$ cat src/design/keyword_substitution_decoder_unit_defines.svh
// Assertion macros for the keyword substitution decoder.
`ifndef KEYWORD_SUBSTITUTION_DECODER_UNIT_DEFINES_SVH
`define KEYWORD_SUBSTITUTION_DECODER_UNIT_DEFINES_SVH

// Checked on every edge outside reset.
`define KWSD_ASSERT(name, prop, msg) \
    name: assert property (@(posedge clk) disable iff (!rst_n) prop) else $error(msg);

// Checked on every edge, reset included.
`define KWSD_ASSERT_ALWAYS(name, prop, msg) \
    name: assert property (@(posedge clk) prop) else $error(msg);

`endif

$ cat src/design/kwsd_pkg.sv
// Shared types, constants and helpers for the keyword substitution decoder.
package kwsd_pkg;

    localparam int LETTERS    = 26;
    localparam int IDX_W      = 5;
    localparam logic [7:0] UPPER_BASE = 8'd65;
    localparam logic [7:0] CASE_GAP   = 8'd32;
    localparam logic [IDX_W-1:0] LAST_LETTER = IDX_W'(LETTERS - 1);
    localparam logic [IDX_W-1:0] FULL_FILL   = IDX_W'(LETTERS);

    typedef enum logic [1:0] {
        OP_CLEAR  = 2'd0,
        OP_KEY    = 2'd1,
        OP_CLOSE  = 2'd2,
        OP_DECODE = 2'd3
    } op_t;

    typedef struct packed {
        logic             is_letter;
        logic [IDX_W-1:0] idx;
    } letter_t;

    // Position-memory access from the control logic.
    typedef struct packed {
        logic             we;
        logic [IDX_W-1:0] waddr;
        logic [IDX_W-1:0] wdata;
        logic             re;
        logic [IDX_W-1:0] raddr;
    } mem_req_t;

    function automatic letter_t letter_of(input logic [7:0] b);
        letter_t r;
        logic [7:0] d;
        r = '0;
        if (b >= UPPER_BASE && b < UPPER_BASE + 8'(LETTERS)) begin
            d = b - UPPER_BASE;
            r.is_letter = 1'b1;
            r.idx = d[IDX_W-1:0];
        end
        else if (b >= UPPER_BASE + CASE_GAP && b < UPPER_BASE + CASE_GAP + 8'(LETTERS)) begin
            d = b - UPPER_BASE - CASE_GAP;
            r.is_letter = 1'b1;
            r.idx = d[IDX_W-1:0];
        end
        return r;
    endfunction

endpackage

$ cat src/design/kwsd_pos_mem.sv
// Letter-to-position memory: one write port, one registered read port.
module kwsd_pos_mem
    import kwsd_pkg::*;
(
    input  logic             clk,
    input  mem_req_t         req,
    output logic [IDX_W-1:0] rd_data
);

    logic [IDX_W-1:0] mem [LETTERS];
    logic [IDX_W-1:0] rd_data_reg;

    always_ff @(posedge clk)
    begin
        if (req.we)
        begin
            mem[req.waddr] <= req.wdata;
        end
    end

    always_ff @(posedge clk)
    begin
        if (req.re)
        begin
            rd_data_reg <= mem[req.raddr];
        end
    end

    assign rd_data = rd_data_reg;

endmodule

$ cat src/design/keyword_substitution_decoder_unit.sv
// Keyword substitution decoder top level: key build, close walk and text decode.
// Clear and key bytes stay in idle; the next transaction is accepted on the following cycle.
// Decode reads the position memory through its registered read port, then the lookup
// state loads the output register once it is free; until then no further input is taken.
// Close walks all 26 letters through the memory write port, taking no input meanwhile.
// Reset (rst_n low, async) empties the key and the output; memory contents are kept.
`include "keyword_substitution_decoder_unit_defines.svh"

module keyword_substitution_decoder_unit
    import kwsd_pkg::*;
(
    input  logic       clk,
    input  logic       rst_n,
    input  logic       in_valid,
    output logic       in_ready,
    input  logic [1:0] op,
    input  logic [7:0] char_in,
    output logic       out_valid,
    input  logic       out_ready,
    output logic [7:0] char_out
);

    typedef enum logic [2:0] {
        ST_IDLE   = 3'b001,
        ST_LOOKUP = 3'b010,
        ST_CLOSE  = 3'b100
    } state_t;

    state_t                 state_reg, state_next;
    logic [LETTERS-1:0]     seen_reg, seen_next;
    logic [IDX_W-1:0]       fill_reg, fill_next;
    logic [IDX_W-1:0]       walk_reg, walk_next;
    logic [7:0]             byte_reg, byte_next;
    logic                   out_valid_reg, out_valid_next;
    logic [7:0]             char_out_reg, char_out_next;

    mem_req_t               mem_req;
    logic [IDX_W-1:0]       rd_data;
    letter_t                in_letter;
    letter_t                held_letter;
    logic                   accept;
    logic                   out_load;

    kwsd_pos_mem u_pos_mem (
        .clk     (clk),
        .req     (mem_req),
        .rd_data (rd_data)
    );

    assign in_ready    = (state_reg == ST_IDLE);
    assign accept      = in_valid && in_ready;
    assign in_letter   = letter_of(char_in);
    assign held_letter = letter_of(byte_reg);
    assign out_load    = (state_reg == ST_LOOKUP) && (!out_valid_reg || out_ready);

    // Writes and reads never share an edge: one transaction per edge, and any earlier
    // write has landed before a decode reads, so no forwarding is needed.
    always_comb
    begin
        state_next     = state_reg;
        seen_next      = seen_reg;
        fill_next      = fill_reg;
        walk_next      = walk_reg;
        byte_next      = byte_reg;
        out_valid_next = out_valid_reg;
        char_out_next  = char_out_reg;
        mem_req        = '0;
        mem_req.waddr  = walk_reg;
        mem_req.wdata  = fill_reg;
        mem_req.raddr  = in_letter.idx;

        if (out_valid_reg && out_ready)
        begin
            out_valid_next = 1'b0;
        end

        unique case (state_reg)
            ST_IDLE:
            begin
                if (accept)
                begin
                    unique case (op_t'(op))
                        OP_CLEAR:
                        begin
                            seen_next = '0;
                            fill_next = '0;
                        end
                        OP_KEY:
                        begin
                            if (in_letter.is_letter && !seen_reg[in_letter.idx]
                                && fill_reg < FULL_FILL)
                            begin
                                mem_req.we    = 1'b1;
                                mem_req.waddr = in_letter.idx;
                                seen_next[in_letter.idx] = 1'b1;
                                fill_next = fill_reg + 1'b1;
                            end
                        end
                        OP_CLOSE:
                        begin
                            walk_next  = '0;
                            state_next = ST_CLOSE;
                        end
                        OP_DECODE:
                        begin
                            mem_req.re = in_letter.is_letter;
                            byte_next  = char_in;
                            state_next = ST_LOOKUP;
                        end
                        default:
                        begin
                        end
                    endcase
                end
            end
            ST_LOOKUP:
            begin
                if (out_load)
                begin
                    out_valid_next = 1'b1;
                    char_out_next  = held_letter.is_letter
                                   ? UPPER_BASE + {3'b000, rd_data}
                                   : byte_reg;
                    state_next     = ST_IDLE;
                end
            end
            ST_CLOSE:
            begin
                if (!seen_reg[walk_reg] && fill_reg < FULL_FILL)
                begin
                    mem_req.we = 1'b1;
                    seen_next[walk_reg] = 1'b1;
                    fill_next = fill_reg + 1'b1;
                end
                walk_next = walk_reg + 1'b1;
                if (walk_reg == LAST_LETTER)
                begin
                    state_next = ST_IDLE;
                end
            end
            default:
            begin
                state_next = ST_IDLE;
            end
        endcase
    end

    always_ff @(posedge clk or negedge rst_n)
    begin
        if (!rst_n)
        begin
            state_reg     <= ST_IDLE;
            seen_reg      <= '0;
            fill_reg      <= '0;
            walk_reg      <= '0;
            out_valid_reg <= 1'b0;
        end
        else
        begin
            state_reg     <= state_next;
            seen_reg      <= seen_next;
            fill_reg      <= fill_next;
            walk_reg      <= walk_next;
            out_valid_reg <= out_valid_next;
        end
    end

    always_ff @(posedge clk)
    begin
        byte_reg     <= byte_next;
        char_out_reg <= char_out_next;
    end

    assign out_valid = out_valid_reg;
    assign char_out  = char_out_reg;

    `KWSD_ASSERT(a_fill_matches_seen, $countones(seen_reg) == 32'(fill_reg), "fill count disagrees with seen letters")
    `KWSD_ASSERT(a_close_fills_all, (state_reg == ST_CLOSE && walk_reg == LAST_LETTER) |=> (seen_reg == '1 && fill_reg == FULL_FILL), "close left letters unplaced")
    `KWSD_ASSERT(a_no_rw_collision, !(mem_req.we && mem_req.re), "position memory read and write on one edge")
    `KWSD_ASSERT(a_decode_looks_up, (accept && op_t'(op) == OP_DECODE) |=> (state_reg == ST_LOOKUP), "decode did not enter lookup")

endmodule

$ cat config.mk
export PLATFORM = sky130hd
export DESIGN_NAME = keyword_substitution_decoder_unit
export DESIGN_NICKNAME = d
export VERILOG_FILES = /design/src/design/kwsd_pkg.sv /design/src/design/kwsd_pos_mem.sv /design/src/design/keyword_substitution_decoder_unit.sv
export VERILOG_INCLUDE_DIRS = /design/src /design/src/design
export SDC_FILE = /design/constraint.sdc
export NUM_CORES = 1
export LEC_CHECK = 0
export ABC_AREA = 1
export BUFFER_PORTS_ARGS = -buffer_cell sky130_fd_sc_hd__buf_2
export CAP_MARGIN = 20
export CORE_MARGIN = 2
export CORE_UTILIZATION = 50
export CTS_CLUSTER_DIAMETER = 30
export CTS_CLUSTER_SIZE = 24
export DETAILED_ROUTE_END_ITERATION = 8
export GPL_ROUTABILITY_DRIVEN = 1
export PLACE_DENSITY = 0.66
export SETUP_SLACK_MARGIN = 0.1
export SYNTH_ARGS = -nofsm -noshare
export SYNTH_HDL_FRONTEND = slang
export SYNTH_SLANG_ARGS = --single-unit
$ cat constraint.sdc
create_clock -name clk -period 3.5 [get_ports clk]
set_input_delay 0.7 -clock clk [delete_from_list [all_inputs] [get_ports clk]]
set_output_delay 0.7 -clock clk [all_outputs]
set_load 0.01 [all_outputs]
==> impl_metrics.csv <==
group,metric,value,unit
floorplanning,core.rowCount,49,
timing,setup_viol,0,
route,postRouteAntennaNets,0,
power,ir_drop,0.3903,mV
critical_path,reg2reg_depth,11,
critical_path,cp.arrival,3.32,ns
floorplanning,io_pins,24,
placement,gp_congestion,0.9442,
power,power.density,563.2,nW/µm²
cells_and_area,largest_reg_flops,130,
outcome,status,"finished, final reports clean",
floorplanning,core_area,18020,µm²
critical_path,crit_top_cell,"nand3_4",
grt,antenna_found_initial,0,
timing,rsz0062_at_grt,"no",
route,wl_per_cell,19.17,µm
synth,yosysTopAreaCell,"edfxtp_1",
power,switching_share,34.45,%
critical_path,crit_buf_inv,5,
hold_path,min-delay-path-class,"input port to asynchronous set/reset pin",
critical_path,crit_path_start_kind,"input port",
clock_network,clock_sinks,191,
timing,hold_viol,0,
synth,ys_seq_elements,191,
timing,slew_viol_final,0,
clock_network,cts-root-buf,"clkbuf_16",
route,drc,0,
synth,synth_nets,940,
critical_path,path_cells,"buf_2, inv_1, ha_1, nor2_1, nand3_4, nand2_4, nor2_8, nand2_1, inv_1, nand4_1, nand2_1, nor2_2, nand3_4, buf_4, o21ai_2, buf_4, nand3_4, nor2_4",
floorplanning,die_area,19550,µm²
critical_path,critPathTopFamily,"simple AND/OR/NAND/NOR gates",
cells_and_area,nets,1018,
timing,worst_pin_slew,0.9035,ns
synth,synthFlopType,"edfxtp_1",
critical_path,critPathMaxStageDelay,0.25,ns
power,p_leak,4.076,nW
clock_network,cts.clk_slew.worst_paths,0.08,ns
power,power_switching,0.002128,W
clock_network,numCtsBuffers,17,
power,power.total,0.006176,W
grt,grt_remaining_overflow,0,
power,p_clk_share,31.0,%
cells_and_area,diodes,0,
clock_network,postCtsSetupRepairBufs,0,
grt,grt_pass1_wl,38.56,mm
timing,finalSetupTns,0,ns
floorplanning,start_util,51.16,%
route,via_per_inst,5.774,
critical_path,cp_slowest_cell,"nor2_4",
grt,grt_max_degree,41,
clock_network,clkLatencyLatePin,0.44,ns
cells_and_area,fill_cells,1501,
synth,synthDistinctLibCells,45,
timing,finalCriticalPeriod,3.180,ns
critical_path,worstSetupPathType,"input port to flip-flop",
timing,slew_headroom,39.77,%
synth,syn-instance-count,917,
power,p_comb_share,25.4,%
synth,synth-seq-area-share,60.04,%
clock_network,cts_hold_buf,0,
floorplanning,die_width,139.8,µm
power,intPower,0.004048,W
timing,skew,0.01400,ns
timing,fin_ws,0.3201,ns
placement,dp_hpwl,16.32,mm
clock_network,cts_tree,"yes",
route,drt_pass1_iterations,7,
clock_network,cts_resized,0,
floorplanning,die_h,139.8,µm
synth,synth.area.top_cells,"edfxtp_1 (49%), dfrtp_1 (11%), nand2_1 (8.4%)",
clock_network,htree_levels,4,
timing,max_freq,314.5,MHz
synth,syn-cell-area,9221,µm²
synth,yosys_warnings,0,
cells_and_area,drive_above_1_share,20.34,%
job,cap_violations,0,
cells_and_area,area_delta_synth_final,18.93,%
synth,synthMostInstantiatedCell,"nand2_1",
route,initialDrtViolationCount,739,
synth,avgSynthCellArea,10.06,µm²
synth,synth_edf_count,151,
synth,async_flop_share,20.94,%
critical_path,worstSetupEndpointType,"flip-flop",
placement,dp_slack,-0.1579,ns
grt,grtUsageTotal,25.60,%
placement,io_buffers,23,
timing,fin_crit_sh,90.85,%
route,routed_wl,23.72,mm
power,p_seq_share,43.6,%
grt,first_global_vias,7008,
synth,synth_top_area_share,49.17,%
route,vias,7142,
synth,synth_common_cells,"nand2_1 (206), edfxtp_1 (151), o21ai_0 (99), inv_1 (68), nor2_1 (65)",
critical_path,worst-path-stages,18,
critical_path,critical_path_required,3.64,ns
clock_network,cts_buffer_depth,2,
critical_path,cp_max_fo,13,
-- placed cells by master, fill, tap and decap left out, types with 4 or more instances in the layout --
cell       count
a21oi_1       57
clkbuf_16     17
nor2_4        27
xnor2_1        4
buf_12         7
o21ai_2        4
xor2_1         6
inv_1         68
nand3_1       20
nand4_1       17
dfrtp_1       39
a221oi_1       4
edfxtp_1     151
o2111ai_1      4
nand2_1      205
nor2_1        36
clkinv_8       5
a31oi_1        4
nor2_2        17
a22oi_1       55
nand3_4       10
nor3_1        11
ha_1           8
inv_2          5
buf_4         65
o21ai_0       99
buf_2         23
-- layout make-up --
cell class	instances	area [µm²]	share of cell area [%]
Multi-Input combinational cell	614	3517	32.07
Timing Repair Buffer	95	743.2	6.777
Clock buffer	17	425.4	3.879
Tap cell	229	286.5	2.613
Inverter	76	286.5	2.613
Clock inverter	15	171.4	1.563
Sequential cell	191	5537	50.48
-- final timing paths --
path                         startpoint             endpoint  slack [ns]
min reg2reg                 byte_reg[7]          char_out[7]        0.46
min                               rst_n         seen_reg[12]        0.38
min in group clk             char_in[5]          byte_reg[5]        0.43
max                          char_in[1]  u_pos_mem.mem[5][2]        0.32
max in group asynchronous         rst_n          seen_reg[2]        2.55
max reg2reg                state_reg[0]  u_pos_mem.mem[5][2]        0.42
-- cells by family after synthesis --
logic type | count (synthesis) | synth area share, %
simple gates | 356 | 17.57
compound gates | 238 | 15.31
flops | 191 | 60.04
buf+inv | 112 | 4.790
xor+xnor | 10 | 0.9498
fa+ha+maj | 9 | 1.221
mux | 1 | 0.1221
-- metrics by stage --
| stage | area, µm² | hold WS, ns | utilization, % | cells |
|---|---|---|---|---|
| after floorplan | 9474 | 0.4044 | - | 917 |
| after detailed placement | 10340 | 0.4390 | 57.39 | 1205 |
| final | 10970 | 0.3797 | 60.84 | 1237 |
| after global placement | 10340 | 0.4389 | 57.39 | 1205 |
| after CTS | 10940 | 0.4040 | 60.70 | 1237 |
| after global routing | 10970 | 0.4289 | 60.84 | 1237 |
-- power groups by stage --
stage | combinational (W) | sequential [W] | clock, W
5_1_grt | 0.00174 | 0.00270 | 0.00204
3_5_place_dp | 0.00154 | 0.00274 | 0
2_1_floorplan | 0.000979 | 0.00273 | 0
6_report | 0.00157 | 0.00269 | 0.00192
4_1_cts | 0.00155 | 0.00269 | 0.00194
3_3_place_gp | 0.00153 | 0.00273 | 0
-- worst reg2reg max path, delay by kind of cell (launching register included) --
family          cells  cell delay [ns]
buf+inv             5             0.83
flops               1             0.54
compound gates      1             0.11
simple gates        5             1.31
-- metal layers --
metal | vias up | GRT usage (%) | routed length, µm
li1 | 3389 | - | -
met1 | 3372 | 33.91 | 9902
met2 | 311 | 41.28 | 11450
met3 | 70 | 5.471 | 1554
met4 | 0 | 10.53 | 808
met5 | - | 0 | 0
Note: power is estimated with default switching activity, not from simulation.
